File: src/rtl/pu_pkg.sv
package pu_pkg;

  // sizes
  localparam int MAX_ELEMENTS = 16;
  localparam int RANK_W       = 45;
  localparam int SIZE_W       = 5;
  localparam int POS_W        = 4;
  localparam logic [SIZE_W-1:0] SIZE_RESET = SIZE_W'(16);

  localparam int N_W   = $clog2(MAX_ELEMENTS + 1);
  localparam int IDX_W = $clog2(MAX_ELEMENTS);
  localparam int DIG_W = $clog2(MAX_ELEMENTS);
  localparam int CNT_W = $clog2(RANK_W + 1);

  // compares done per cycle in the adjust pass
  localparam int ADJ_LANES = (MAX_ELEMENTS - 1 < 4) ? MAX_ELEMENTS - 1 : 4;

  // elaboration helpers
  function automatic logic [63:0] fact_of(int k);
    logic [63:0] f;
    f = 64'd1;
    for (int i = 2; i <= k; i++) begin
      f = f * 64'(i);
    end
    return f;
  endfunction

  function automatic int bit_len(logic [63:0] v);
    int r;
    r = 0;
    for (int i = 0; i < 64; i++) begin
      if (v[i]) begin
        r = i + 1;
      end
    end
    return r;
  endfunction

  localparam int FACT_MAX_W = bit_len(fact_of(MAX_ELEMENTS));
  localparam int DIV_W      = (FACT_MAX_W > RANK_W) ? FACT_MAX_W : RANK_W;

  typedef logic [DIV_W-1:0] pu_div_t;
  typedef pu_div_t          pu_div_tbl_t [MAX_ELEMENTS+1];
  typedef logic [CNT_W-1:0] pu_cnt_tbl_t [MAX_ELEMENTS+1];

  // modulo reduction: n! aligned to the top of the rank
  function automatic pu_div_tbl_t build_mod_div();
    pu_div_tbl_t t;
    logic [63:0] f;
    int          len;
    for (int k = 0; k <= MAX_ELEMENTS; k++) begin
      f   = fact_of(k);
      len = bit_len(f);
      if (len <= RANK_W) begin
        t[k] = DIV_W'(f << (RANK_W - len));
      end else begin
        t[k] = '0;
      end
    end
    return t;
  endfunction

  function automatic pu_cnt_tbl_t build_mod_steps();
    pu_cnt_tbl_t t;
    int          len;
    for (int k = 0; k <= MAX_ELEMENTS; k++) begin
      len = bit_len(fact_of(k));
      if (len <= RANK_W) begin
        t[k] = CNT_W'(RANK_W - len + 1);
      end else begin
        t[k] = '0;
      end
    end
    return t;
  endfunction

  // digit j: quotient below j+1, so max(bit_len(j), 1) quotient bits
  function automatic pu_div_tbl_t build_dig_div();
    pu_div_tbl_t t;
    int          s;
    for (int k = 0; k <= MAX_ELEMENTS; k++) begin
      s    = (bit_len(64'(k)) > 1) ? bit_len(64'(k)) : 1;
      t[k] = DIV_W'(fact_of(k) << (s - 1));
    end
    return t;
  endfunction

  function automatic pu_cnt_tbl_t build_dig_steps();
    pu_cnt_tbl_t t;
    int          s;
    for (int k = 0; k <= MAX_ELEMENTS; k++) begin
      s    = (bit_len(64'(k)) > 1) ? bit_len(64'(k)) : 1;
      t[k] = CNT_W'(s);
    end
    return t;
  endfunction

  localparam pu_div_tbl_t MOD_DIV   = build_mod_div();
  localparam pu_cnt_tbl_t MOD_STEPS = build_mod_steps();
  localparam pu_div_tbl_t DIG_DIV   = build_dig_div();
  localparam pu_cnt_tbl_t DIG_STEPS = build_dig_steps();

  typedef logic [MAX_ELEMENTS-1:0][DIG_W-1:0] pu_digits_t;

  // digit vector passed from the divider to the adjust stage
  typedef struct packed {
    pu_digits_t     digits;
    logic [N_W-1:0] size;
  } pu_hand_t;

endpackage

File: src/rtl/pu_rank_if.sv
interface pu_rank_if;
  import pu_pkg::*;

  logic              valid;
  logic              ready;
  logic [RANK_W-1:0] rank;

  modport source (output valid, output rank, input ready);
  modport sink   (input valid, input rank, output ready);
endinterface

File: src/rtl/pu_perm_if.sv
interface pu_perm_if;
  import pu_pkg::*;

  logic             valid;
  logic             ready;
  logic [POS_W-1:0] position;
  logic [POS_W-1:0] element;
  logic             last;

  modport source (output valid, output position, output element, output last, input ready);
  modport sink   (input valid, input position, input element, input last, output ready);
endinterface

File: src/rtl/pu_digits.sv
module pu_digits (
  input  logic                    clk,
  input  logic                    rst_n,
  input  logic [pu_pkg::N_W-1:0]  size,
  pu_rank_if.sink                 in_ch,
  output logic                    hand_valid,
  input  logic                    hand_ready,
  output pu_pkg::pu_hand_t        hand
);
  import pu_pkg::*;

  typedef enum logic [1:0] {S_IDLE, S_MOD, S_DIG, S_HOLD} state_t;

  state_t           state_r, state_nxt;
  pu_div_t          rem_r, rem_nxt;
  pu_div_t          dvs_r, dvs_nxt;
  logic [CNT_W-1:0] cnt_r, cnt_nxt;
  logic [DIG_W-1:0] q_r, q_nxt;
  logic [IDX_W-1:0] k_r, k_nxt;
  logic [N_W-1:0]   n_r, n_nxt;
  pu_digits_t       dig_r, dig_nxt;

  logic             ge;
  logic [DIG_W-1:0] q_step;
  logic [N_W-1:0]   j_cur;
  logic [N_W-1:0]   j_next;
  logic [N_W-1:0]   first_j;

  // one restoring step per cycle
  assign ge      = rem_r >= dvs_r;
  assign q_step  = DIG_W'({q_r, ge});
  assign j_cur   = n_r - N_W'(1) - N_W'(k_r);
  assign j_next  = j_cur - N_W'(1);
  assign first_j = size - N_W'(1);

  assign in_ch.ready = (state_r == S_IDLE);
  assign hand_valid  = (state_r == S_HOLD);
  assign hand.digits = dig_r;
  assign hand.size   = n_r;

  // next state: modulo reduction, then one factorial digit after another
  always_comb begin
    state_nxt = state_r;
    rem_nxt   = rem_r;
    dvs_nxt   = dvs_r;
    cnt_nxt   = cnt_r;
    q_nxt     = q_r;
    k_nxt     = k_r;
    n_nxt     = n_r;
    dig_nxt   = dig_r;
    unique case (state_r)
      S_IDLE: begin
        if (in_ch.valid) begin
          rem_nxt = DIV_W'(in_ch.rank);
          n_nxt   = size;
          k_nxt   = '0;
          q_nxt   = '0;
          if (MOD_STEPS[size] != '0) begin
            state_nxt = S_MOD;
            dvs_nxt   = MOD_DIV[size];
            cnt_nxt   = MOD_STEPS[size] - CNT_W'(1);
          end else begin
            state_nxt = S_DIG;
            dvs_nxt   = DIG_DIV[first_j];
            cnt_nxt   = DIG_STEPS[first_j] - CNT_W'(1);
          end
        end
      end
      S_MOD: begin
        if (ge) begin
          rem_nxt = rem_r - dvs_r;
        end
        dvs_nxt = dvs_r >> 1;
        cnt_nxt = cnt_r - CNT_W'(1);
        if (cnt_r == '0) begin
          state_nxt = S_DIG;
          dvs_nxt   = DIG_DIV[j_cur];
          cnt_nxt   = DIG_STEPS[j_cur] - CNT_W'(1);
          q_nxt     = '0;
        end
      end
      S_DIG: begin
        if (ge) begin
          rem_nxt = rem_r - dvs_r;
        end
        dvs_nxt = dvs_r >> 1;
        cnt_nxt = cnt_r - CNT_W'(1);
        q_nxt   = q_step;
        if (cnt_r == '0) begin
          dig_nxt[k_r] = q_step;
          if (j_cur == '0) begin
            state_nxt = S_HOLD;
          end else begin
            k_nxt   = k_r + IDX_W'(1);
            dvs_nxt = DIG_DIV[j_next];
            cnt_nxt = DIG_STEPS[j_next] - CNT_W'(1);
            q_nxt   = '0;
          end
        end
      end
      S_HOLD: begin
        if (hand_ready) begin
          state_nxt = S_IDLE;
        end
      end
      default: state_nxt = S_IDLE;
    endcase
  end

  // state and datapath registers
  always_ff @(posedge clk) begin
    if (!rst_n) begin
      state_r <= S_IDLE;
    end else begin
      state_r <= state_nxt;
    end
    rem_r <= rem_nxt;
    dvs_r <= dvs_nxt;
    cnt_r <= cnt_nxt;
    q_r   <= q_nxt;
    k_r   <= k_nxt;
    n_r   <= n_nxt;
    dig_r <= dig_nxt;
  end

endmodule

File: src/rtl/pu_adjust.sv
module pu_adjust (
  input  logic             clk,
  input  logic             rst_n,
  input  logic             hand_valid,
  output logic             hand_ready,
  input  pu_pkg::pu_hand_t hand,
  pu_perm_if.source        out_ch
);
  import pu_pkg::*;

  typedef enum logic {A_IDLE, A_WORK} state_t;

  state_t           state_r, state_nxt;
  pu_digits_t       src_r, src_nxt;
  pu_digits_t       hist_r, hist_nxt;
  pu_digits_t       scan_r, scan_nxt;
  logic [N_W-1:0]   n_r, n_nxt;
  logic [IDX_W-1:0] p_r, p_nxt;
  logic [IDX_W-1:0] left_r, left_nxt;
  logic [DIG_W-1:0] v_r, v_nxt;
  logic             out_valid_r, out_valid_nxt;
  logic [POS_W-1:0] out_pos_r, out_pos_nxt;
  logic [POS_W-1:0] out_elem_r, out_elem_nxt;
  logic             out_last_r, out_last_nxt;

  logic [DIG_W-1:0] v_c;
  logic             chunk_done;
  logic             slot_free;
  logic             is_last;
  logic [IDX_W-1:0] p_inc;
  pu_digits_t       hist_push;

  // raise the digit once per earlier digit not above it, newest first
  always_comb begin
    v_c = v_r;
    for (int l = 0; l < ADJ_LANES; l++) begin
      if (l < int'(left_r) && scan_r[l] <= v_c) begin
        v_c = v_c + DIG_W'(1);
      end
    end
  end

  assign chunk_done = int'(left_r) <= ADJ_LANES;
  assign slot_free  = !out_valid_r || out_ch.ready;
  assign is_last    = N_W'(p_r) == n_r - N_W'(1);
  assign p_inc      = p_r + IDX_W'(1);
  assign hist_push  = {hist_r[MAX_ELEMENTS-2:0], src_r[0]};

  assign hand_ready      = (state_r == A_IDLE);
  assign out_ch.valid    = out_valid_r;
  assign out_ch.position = out_pos_r;
  assign out_ch.element  = out_elem_r;
  assign out_ch.last     = out_last_r;

  // walk positions in order, emit each into the output register
  always_comb begin
    state_nxt     = state_r;
    src_nxt       = src_r;
    hist_nxt      = hist_r;
    scan_nxt      = scan_r;
    n_nxt         = n_r;
    p_nxt         = p_r;
    left_nxt      = left_r;
    v_nxt         = v_r;
    out_valid_nxt = out_valid_r && !out_ch.ready;
    out_pos_nxt   = out_pos_r;
    out_elem_nxt  = out_elem_r;
    out_last_nxt  = out_last_r;
    unique case (state_r)
      A_IDLE: begin
        if (hand_valid) begin
          state_nxt = A_WORK;
          src_nxt   = hand.digits;
          n_nxt     = hand.size;
          p_nxt     = '0;
          left_nxt  = '0;
          v_nxt     = hand.digits[0];
        end
      end
      A_WORK: begin
        v_nxt    = v_c;
        scan_nxt = scan_r >> (ADJ_LANES * DIG_W);
        left_nxt = chunk_done ? '0 : left_r - IDX_W'(ADJ_LANES);
        if (chunk_done && slot_free) begin
          out_valid_nxt = 1'b1;
          out_pos_nxt   = POS_W'(p_r);
          out_elem_nxt  = POS_W'(v_c);
          out_last_nxt  = is_last;
          hist_nxt      = hist_push;
          if (is_last) begin
            state_nxt = A_IDLE;
          end else begin
            src_nxt  = src_r >> DIG_W;
            p_nxt    = p_inc;
            v_nxt    = src_r[1];
            scan_nxt = hist_push;
            left_nxt = p_inc;
          end
        end
      end
      default: state_nxt = A_IDLE;
    endcase
  end

  // state and registered outputs
  always_ff @(posedge clk) begin
    if (!rst_n) begin
      state_r     <= A_IDLE;
      out_valid_r <= 1'b0;
    end else begin
      state_r     <= state_nxt;
      out_valid_r <= out_valid_nxt;
    end
    src_r      <= src_nxt;
    hist_r     <= hist_nxt;
    scan_r     <= scan_nxt;
    n_r        <= n_nxt;
    p_r        <= p_nxt;
    left_r     <= left_nxt;
    v_r        <= v_nxt;
    out_pos_r  <= out_pos_nxt;
    out_elem_r <= out_elem_nxt;
    out_last_r <= out_last_nxt;
  end

endmodule

File: src/rtl/permutation_unrank_top.sv
// the divider makes one quotient bit per cycle while it works on a rank, then holds its
//   digits until the adjust stage takes them, and takes a new rank only once idle again
// the adjust stage emits the results one position after another, each waiting on out_ch.ready
// reset: synchronous active-low; size register returns to 16, no request pending
module permutation_unrank_top (
  input  logic                      clk,
  input  logic                      rst_n,
  pu_rank_if.sink                   in_ch,
  pu_perm_if.source                 out_ch,
  input  logic                      cfg_we,
  input  logic [pu_pkg::SIZE_W-1:0] cfg_wdata
);
  import pu_pkg::*;

  logic [SIZE_W-1:0] size_r;
  logic [N_W-1:0]    n_eff;
  logic              hand_valid;
  logic              hand_ready;
  pu_hand_t          hand;

  // size register
  always_ff @(posedge clk) begin
    if (!rst_n) begin
      size_r <= SIZE_RESET;
    end else if (cfg_we) begin
      size_r <= cfg_wdata;
    end
  end

  // clamp the size to 1..MAX_ELEMENTS
  always_comb begin
    if (size_r == '0) begin
      n_eff = N_W'(1);
    end else if (int'(size_r) > MAX_ELEMENTS) begin
      n_eff = N_W'(MAX_ELEMENTS);
    end else begin
      n_eff = N_W'(size_r);
    end
  end

  pu_digits u_digits (
    .clk        (clk),
    .rst_n      (rst_n),
    .size       (n_eff),
    .in_ch      (in_ch),
    .hand_valid (hand_valid),
    .hand_ready (hand_ready),
    .hand       (hand)
  );

  pu_adjust u_adjust (
    .clk        (clk),
    .rst_n      (rst_n),
    .hand_valid (hand_valid),
    .hand_ready (hand_ready),
    .hand       (hand),
    .out_ch     (out_ch)
  );

  // divider never takes a request while its digits wait for handoff
  a_no_accept_during_hand: assert property (@(posedge clk) disable iff (!rst_n)
    in_ch.ready |-> !hand_valid)
    else $error("rank request taken while digits await handoff");

  // every element lies inside the permutation
  a_element_range: assert property (@(posedge clk) disable iff (!rst_n)
    out_ch.valid |-> int'(out_ch.element) < int'(n_eff))
    else $error("element outside permutation");

  // last marks exactly the final position
  a_last_position: assert property (@(posedge clk) disable iff (!rst_n)
    out_ch.valid |-> (out_ch.last == (int'(out_ch.position) == int'(n_eff) - 1)))
    else $error("last flag does not match position");

  // a new permutation starts at position zero
  a_first_position: assert property (@(posedge clk) disable iff (!rst_n)
    out_ch.valid && out_ch.ready && out_ch.last ##1 out_ch.valid |-> out_ch.position == '0)
    else $error("permutation does not start at position zero");

endmodule
File: src/flat_wrapper.sv
// flat-port wrapper written by rule: the top's interface ports become plain ports
module permutation_unrank_top_flat import pu_pkg::*;
  (clk, rst_n, cfg_we, cfg_wdata, in_ch_valid, in_ch_rank, in_ch_ready, out_ch_valid, out_ch_position, out_ch_element, out_ch_last, out_ch_ready);
  pu_rank_if in_ch_i ();
  pu_perm_if out_ch_i ();
  input  logic clk;
  input  logic rst_n;
  input  logic cfg_we;
  input  logic [pu_pkg::SIZE_W-1:0] cfg_wdata;
  input wire logic [$bits(in_ch_i.valid)-1:0] in_ch_valid;
  input wire logic [$bits(in_ch_i.rank)-1:0] in_ch_rank;
  output wire logic [$bits(in_ch_i.ready)-1:0] in_ch_ready;
  output wire logic [$bits(out_ch_i.valid)-1:0] out_ch_valid;
  output wire logic [$bits(out_ch_i.position)-1:0] out_ch_position;
  output wire logic [$bits(out_ch_i.element)-1:0] out_ch_element;
  output wire logic [$bits(out_ch_i.last)-1:0] out_ch_last;
  input wire logic [$bits(out_ch_i.ready)-1:0] out_ch_ready;
  assign in_ch_i.valid = in_ch_valid;
  assign in_ch_i.rank = in_ch_rank;
  assign in_ch_ready = in_ch_i.ready;
  assign out_ch_valid = out_ch_i.valid;
  assign out_ch_position = out_ch_i.position;
  assign out_ch_element = out_ch_i.element;
  assign out_ch_last = out_ch_i.last;
  assign out_ch_i.ready = out_ch_ready;
  permutation_unrank_top u_core (.clk(clk), .rst_n(rst_n), .in_ch(in_ch_i), .out_ch(out_ch_i), .cfg_we(cfg_we), .cfg_wdata(cfg_wdata));
endmodule
File: config.mk
export PLATFORM = sky130hd
export DESIGN_NAME = permutation_unrank_top_flat
export DESIGN_NICKNAME = d
export VERILOG_FILES = /design/src/rtl/pu_pkg.sv /design/src/rtl/pu_rank_if.sv /design/src/rtl/pu_perm_if.sv /design/src/rtl/pu_digits.sv /design/src/rtl/pu_adjust.sv /design/src/rtl/permutation_unrank_top.sv /design/src/flat_wrapper.sv
export SDC_FILE = /design/constraint.sdc
export NUM_CORES = 1
export LEC_CHECK = 0
export BUFFER_PORTS_ARGS = -buffer_cell sky130_fd_sc_hd__buf_4
export CAP_MARGIN = 15
export CORE_ASPECT_RATIO = 0.5
export CORE_UTILIZATION = 43
export DETAILED_ROUTE_END_ITERATION = 7
export SYNTH_ARGS = -nofsm -noshare
export SYNTH_HDL_FRONTEND = slang
export SYNTH_SLANG_ARGS = --single-unit
File: constraint.sdc
create_clock -name clk -period 7 [get_ports clk]
set_input_delay 1.05 -clock clk [delete_from_list [all_inputs] [get_ports clk]]
set_output_delay 1.05 -clock clk [all_outputs]
set_load 0.02 [all_outputs]
## Word-level counts from Yosys, hierarchy flattened

Memories as Yosys holds them, arrays and structs flattened.
Index checks and enable logic that the tools add are counted.

| word-level totals | value |
|---|---|
| bits of input ports | 55 |
| flip-flop bits (word level) | 395 |
| logic and storage cells | 252 |
| output and inout bits | 11 |
| memory bits (read-only) | 6,528 |
| memories kept | 8 |

Memories:

| name | depth | bits a word | read ports | clocked after Yosys merged registers in | write ports | line | source |
|---|---|---|---|---|---|---|---|
| (no name shown) | 32 | 45 | 1 | 0 | 0 | pu_digits.sv:95 | `dvs_nxt = DIG_DIV[j_next];` |
| (no name shown) | 32 | 45 | 1 | 0 | 0 | pu_digits.sv:77 | `dvs_nxt = DIG_DIV[j_cur];` |
| (no name shown) | 32 | 45 | 1 | 0 | 0 | pu_digits.sv:64 | `dvs_nxt = DIG_DIV[first_j];` |
| (no name shown) | 32 | 45 | 1 | 0 | 0 | pu_digits.sv:60 | `dvs_nxt = MOD_DIV[size];` |
| (no name shown) | 32 | 6 | 1 | 0 | 0 | pu_digits.sv:96 | `cnt_nxt = DIG_STEPS[j_next] - CNT_W'(1);` |
| (no name shown) | 32 | 6 | 1 | 0 | 0 | pu_digits.sv:78 | `cnt_nxt = DIG_STEPS[j_cur] - CNT_W'(1);` |
| +2 memories | - | - | - | - | - | - |  |

| operators by class | value |
|---|---|
| $lt $le $gt $ge | 17 |
| bitwise operators | 6 |
| add/subtract/negate cells | 18 |
| multiplexer cells | 79 |
| reduce and logical (&&, ||, !) cells | 30 |
| equal/unequal tests | 14 |

Operators with widths:

| kind | number |
|---|---|
| two-way mux 45 bit | 15 |
| two-way mux 64 bit | 3 |
| case mux 45 bit (3 select lines) | 1 |
| case mux 64 bit (2 select lines) | 1 |
| two-way mux 48 bit | 2 |
| case mux 45 bit (2 select lines) | 1 |
| two-way mux 6 bit | 13 |
| two-way mux 4 bit | 17 |
| bitwise mux 64 bit | 1 |
| >= comparator 45 bit | 1 |
| subtractor 45 bit | 1 |
| case mux 4 bit (2 select lines) | 4 |
| subtractor 6 x 1 -> 6 bit, second input constant | 5 |
| adder 4 x 1 -> 4 bit, second input constant | 6 |
| >= comparator 6 bit, second input constant | 4 |
| NOT 5 -> 6 bit | 4 |
| subtractor 5 x 1 -> 5 bit, second input constant | 4 |
| case mux 6 bit (3 select lines) | 1 |
| demux 4 bit (select 4 bit) | 1 |
| <= comparator 4 bit | 4 |
| != test 2 bit, second input constant | 7 |
| two-way mux 2 bit | 6 |
| logical NOT 5 bit | 2 |
| two-way mux 5 bit | 2 |
| other kinds (31) | 58 |

## Depth between registers and ports, before layout

| depth | value |
|---|---|
| depth after elaboration | 15 |
| mapped depth | 35 |
| mapped depth without buffers | 35 |

## Hierarchy

A second synthesis with hierarchy kept.

| second synthesis, totals | value |
|---|---|
| cell total of the unflattened synthesis | 1,930 |
| area, all modules | 21,644.5 sq um |

By module, submodules not included:

| module | area each (sq um) | cells an instance | seq. area each (sq um) | times used |
|---|---|---|---|---|
| pu_digits | 12,110.4 | 1,267 | 5,205.0 | 1 |
| pu_adjust | 9,312.7 | 640 | 6,466.2 | 1 |
| permutation_unrank_top | 221.5 | 23 | 100.1 | 1 |

## Worst setup path before layout

OpenSTA, ideal clock, no wires.

| path | value |
|---|---|
| kind | register -> register |
| from | register u_core.u_adjust.v_r[1] |
| to | register u_core.u_adjust.out_elem_r[3], in the netlist u_core.u_adjust.out_ch.element[3] (data pin) |
| required time | 6.731 ns |
| library setup time | 0.269 ns |
| buffers on the path | 0 |
| clock period less this slack | 6.489 ns |
| arrival | 6.220 ns |
| slack | 0.511 ns |
| cell stages (with the launch flop) | 35 |
| cells stage by stage | edfxtp_1 -> inv_1 -> ha_1 -> or2b_2 -> a21oi_1 -> o21ai_0 -> nand2_1 -> mux2_2 -> inv_1 -> ha_1 -> and2b_2 -> o211ai_1 -> nand2_1 -> a211oi_4 -> nand2_1 -> xnor2_1 -> ha_1 -> nand3_1 -> a22oi_1 -> inv_1 -> a31oi_1 -> o41ai_4 -> nor2_2 -> inv_1 -> a21oi_1 -> ha_1 -> nor2b_1 -> o21ai_0 -> nand2b_1 -> a21oi_1 -> a41oi_1 -> nor2_1 -> o311a_1 -> nand2_1 -> xor2_1 |

| on the way | value |
|---|---|
| cells in the longest elaborated chain, start to end | 12 |
| elaborated cells on any way between the ends | 16 |
| those cells by class | add/sub: 4; order compare: 4; mux: 4; reduce/logical: 4 |

Ends and longest elaborated chain:

| what | line | source |
|---|---|---|
| start: declaration | pu_adjust.sv:20 | `logic [DIG_W-1:0] v_r, v_nxt;` |
| start signal: assignment | pu_adjust.sv:120 | `v_r <= v_nxt;` |
| <= comparator 4 bit | pu_adjust.sv:37 | `if (l < int'(left_r) && scan_r[l] <= v_c) begin` |
| logical AND 1 bit | pu_adjust.sv:37 |  |
| two-way mux 4 bit * | pu_adjust.sv:37 |  |
| <= comparator 4 bit | pu_adjust.sv:37 |  |
| logical AND 1 bit | pu_adjust.sv:37 |  |
| two-way mux 4 bit * | pu_adjust.sv:37 |  |
| <= comparator 4 bit | pu_adjust.sv:37 |  |
| logical AND 1 bit | pu_adjust.sv:37 |  |
| two-way mux 4 bit * | pu_adjust.sv:37 |  |
| <= comparator 4 bit | pu_adjust.sv:37 |  |
| logical AND 1 bit | pu_adjust.sv:37 |  |
| two-way mux 4 bit * | pu_adjust.sv:37 |  |
| named net u_core.u_adjust.v_c[3] | pu_adjust.sv:26 | `logic [DIG_W-1:0] v_c;` |
| end signal: assignment | pu_adjust.sv:122 | `out_elem_r <= out_elem_nxt;` |
| end: declaration | pu_adjust.sv:23 | `logic [POS_W-1:0] out_elem_r, out_elem_nxt;` |

Mark *: on every way through the listed nets, which the timed path passes. The rest lies on a longest branch.
A chain may end at the register's enable or synchronous reset.

## Worst setup path in the final report

| path | value |
|---|---|
| from | register u_core.u_adjust.v_r[1] |
| to | register u_core.u_adjust.v_r[2] (data pin) |

| on the way | value |
|---|---|
| cells in the longest elaborated chain, start to end | 15 |
| elaborated cells on any way between the ends | 19 |
| those cells by class | add/sub: 4; order compare: 4; mux: 7; reduce/logical: 4 |

Ends and longest elaborated chain:

| what | line | source |
|---|---|---|
| <= comparator 4 bit | pu_adjust.sv:37 |  |
| logical AND 1 bit | pu_adjust.sv:37 |  |
| two-way mux 4 bit * | pu_adjust.sv:37 |  |
| <= comparator 4 bit | pu_adjust.sv:37 |  |
| logical AND 1 bit | pu_adjust.sv:37 |  |
| two-way mux 4 bit * | pu_adjust.sv:37 |  |
| <= comparator 4 bit | pu_adjust.sv:37 |  |
| logical AND 1 bit | pu_adjust.sv:37 |  |
| two-way mux 4 bit * | pu_adjust.sv:37 |  |
| <= comparator 4 bit | pu_adjust.sv:37 |  |
| logical AND 1 bit | pu_adjust.sv:37 |  |
| two-way mux 4 bit * | pu_adjust.sv:37 |  |
| named net u_core.u_adjust.v_c[2] | pu_adjust.sv:26 |  |
| two-way mux 4 bit | pu_adjust.sv:90 | `if (is_last) begin` |
| two-way mux 4 bit * | pu_adjust.sv:84 | `if (chunk_done && slot_free) begin` |
| case mux 4 bit (2 select lines) * | pu_adjust.sv:69 | `unique case (state_r)` |
| named net u_core.u_adjust.v_nxt[2] | pu_adjust.sv:20 |  |

Marks and branches as above.

==> out/metrics.yaml <==
cp_common_cell: "sky130_fd_sc_hd__inv_1"
yosys_warnings: 0
final_antenna_net_count: 0
coreArea_um2: 47300
power.leakage_nw: 8.65
hold_path_startpoint: "u_core.u_adjust.hist_push[56]"
synth.avg_cell_area_um2: 11.4
globalplace.congestion: 0.953
report.final.setup_viol: 0
min_period_over_period: 0.944
finalWorstPathRequiredPeriod_ps: 6610
route.detailed.wl_per_inst_um: 18.5
netlist-cell-type-count: 90
floorplan.die.height_um: 158
synth-async-reset-ratio: 0
floorplan.rows: 56
whs_path_depth: 0
synth-edff-count: 386
grt_start_max_net_pins: 74
final_hold_viol_count: 0
fill_cells: 4177
reg2reg_slack_ps: 390
type_of_element_capturing_the_critical_path: "flop"
ioPinCount: 66
drv_cap: 0
dp.final_hpwl_um: 31000
worst_setup_hold_path_clk_slew_ps: 70
die_area_um2: 49300
slowest_delay_ps: 360
flow.area_growth_from_synthesis_pct: 12.6
grt_antenna_before_repair: 0
clock_path_buffers: 3
nets: 2036
insertion_delay_ps: 550
transition_time_of_the_tightest_slew_check_pin_ps: 999
critPathSlowestCell: "sky130_fd_sc_hd__edfxtp_1"
portBuffers: 65
ys_seq_area_frac: 0.565
detail_route.wirelength_um: 46900
fmaxAchievable_mhz: 151
vias_in_the_first_global_route: 13600
run_status: "completed"
finalClockSkew_ps: 16.6
finalHoldWorstSlack_ps: 438
hold_path.class: "flop to flop"
post_synth_instance_area_um2: 20800
synth_ff_type: "sky130_fd_sc_hd__edfxtp_1"
min_to: "u_core.u_adjust.hist_push[60]"
timing.reg2reg.worst_path_depth: 35
synth.area.top_cells: "sky130_fd_sc_hd__edfxtp_1 56%, sky130_fd_sc_hd__ha_1 6.0%, sky130_fd_sc_hd__mux2_2 5.0%"
total_power_mw: 10.6
cts-buffers-inserted: 38
clock_tree.root_cell: "sky130_fd_sc_hd__clkbuf_16"
worstPathArrival_ps: 6870
diodes: 0
synth.top_cells.by_count: "386 x sky130_fd_sc_hd__edfxtp_1, 268 x sky130_fd_sc_hd__nand2_1, 113 x sky130_fd_sc_hd__a21oi_1"
drive_above_1_share: 0.156
tritoncts_clock_tree: "yes"
grt.total_usage: 0.190
max-vdd-ir-drop_v: 0.000286
max-slew-margin-rel: 0.334
overflow: 0
yosys_register_bits: 395
crit_type: "flop to flop"
die_w_um: 313
synth_fp_nets: 1985
cp-start-kind: "flop"
timing.critical_path.required_ps: 7260
power.density_cell_area_nw_per_um2: 453
initial_utilization: 0.440
grt_first_pass_wirelength_um: 74700
rr_startpoint: "u_core.u_adjust.v_r[1]"
yosysTopAreaCell: "sky130_fd_sc_hd__edfxtp_1"
clock-sinks: 395
maxSlewViolCount: 0
synth_most_common_cell: "sky130_fd_sc_hd__edfxtp_1"
via_count: 14100
remaining_drc_errors: 0
h-tree-depth: 2
finish.utilization: 0.496
detailedRoute.firstIterationViolations: 1181
route.detailed.vias_per_inst: 5.55
drt_pass1_iterations: 7
path_max_fanout: 5
syn_inst: 1829
r2r_end: "u_core.u_adjust.v_r[2]"
post-synth-top-area-fraction: 0.557
[worst max-delay path, delay by kind of cell (launching register included)]
family          cells  cell delay, ps
mux                 3             860
simple gates       10            1580
buf+inv             5             400
fa+ha+maj           4             930
xor+xnor            1             170
compound gates     12            1970
flops               1             360
[repair_timing]
item | 4_1_cts | 5_1_grt
hold endpoints to repair | 0 | 0
buffers inserted | 0 | 11
pin swaps | 0 | 13
endpoints found under the setup margin | 5 | 8
hold buffers | 0 | 0
gates resized for setup | 3 | 20
[power by group]
| group | internal (mW) | switching (mW) | leakage, nW |
|---|---|---|---|
| sequential | 3.23 | 0.249 | 3.67 |
| clock | 1.26 | 0.904 | 0.617 |
| combinational | 1.82 | 3.17 | 4.36 |
| total | 6.30 | 4.33 | 8.65 |
[registers in the layout, summed over array words and instances (netlist names)]
register / cells
u_core.u_digits.n_r: 5
u_core.u_digits.k_r: 4
u_core.size_r: 5
u_core.u_adjust.src_r: 60
u_core.u_adjust.out_ch.position: 4
u_core.u_adjust.n_r: 5
u_core.u_digits.q_r: 3
u_core.u_adjust.scan_r: 64
u_core.u_digits.cnt_r: 6
u_core.u_adjust.p_r: 4
u_core.u_digits.dvs_r: 45
u_core.u_digits.rem_r: 45
u_core.u_adjust.state_r: 1
u_core.u_adjust.hist_push: 64
u_core.u_adjust.left_r: 4
u_core.u_digits.hand: 64
u_core.u_adjust.out_ch.valid: 1
u_core.u_adjust.out_ch.element: 4
u_core.u_adjust.v_r: 4
u_core.u_adjust.out_ch.last: 1
u_core.u_digits.state_r: 2
[cell type report]
class	count	area, um2	share of cell area
sequential	395	11800	0.502
multi-input combinational	1245	8490	0.362
clock buffer	46	1010	0.0432
tap	638	798	0.0340
timing repair buffer	94	709	0.0303
inverter	106	398	0.0170
clock inverter	17	264	0.0113
[logic make-up after synthesis]
family | after synthesis | share of synthesized area
AND/OR/NAND/NOR | 552 | 0.121
adder cells (fa/ha/maj) | 101 | 0.0614
multiplexers | 105 | 0.0563
XOR/XNOR | 68 | 0.0297
AO/OA/AOI/OAI | 419 | 0.132
buffers and inverters | 189 | 0.0343
flip-flops | 395 | 0.565
[per-layer routing]
layer / vias up / share of wire / GRT usage
met4: 0 / 0.021 / 0.0497
li1: 6837 / - / -
met3: 73 / 0.048 / 0.0288
met2: 365 / 0.45 / 0.301
met1: 6819 / 0.48 / 0.272
met5: - / 0 / 0
[through the flow]
stage          worst slack (ps)  setup TNS [ps]  instance area, um2  instances
2_1_floorplan               511               0               20800       1829
3_3_place_gp              -14.2           -14.2               22000       2467
3_5_place_dp               -111            -350               22000       2467
4_1_cts                    62.0               0               23300       2530
5_1_grt                   -42.7            -104               23400       2541
6_report                    390               0               23400       2541
[worst max path at each step]
| stage | end | startpoint | cells after the start |
|---|---|---|---|
| after floorplan | u_core.u_adjust.out_ch.element[3] | u_core.u_adjust.v_r[1] | 34 |
| after global placement | u_core.u_adjust.v_r[2] | u_core.u_adjust.v_r[1] | 35 |
| after detailed placement | u_core.u_adjust.v_r[2] | u_core.u_adjust.v_r[1] | 33 |
| after CTS | u_core.u_adjust.v_r[2] | u_core.u_adjust.v_r[1] | 35 |
| after global routing | u_core.u_adjust.v_r[1] | u_core.u_adjust.v_r[1] | 34 |
| final | u_core.u_adjust.v_r[2] | u_core.u_adjust.v_r[1] | 35 |
[cells in the final DEF (no fill, tap or decap), drive strengths merged, types with 11 or more instances in the layout]
master / n
a211oi: 16
a21o: 25
a21oi: 113
a31oi: 18
and2: 31
and3: 12
buf: 94
clkbuf: 46
edfxtp: 386
ha: 99
inv: 106
mux2: 93
mux2i: 12
nand2: 269
nand2b: 12
nand3: 32
nand4: 11
nor2: 104
nor2b: 21
nor3: 26
o211ai: 34
o21a: 12
o21ai: 98
xnor2: 46
xor2: 21
Power figures use the tool's default switching activity.
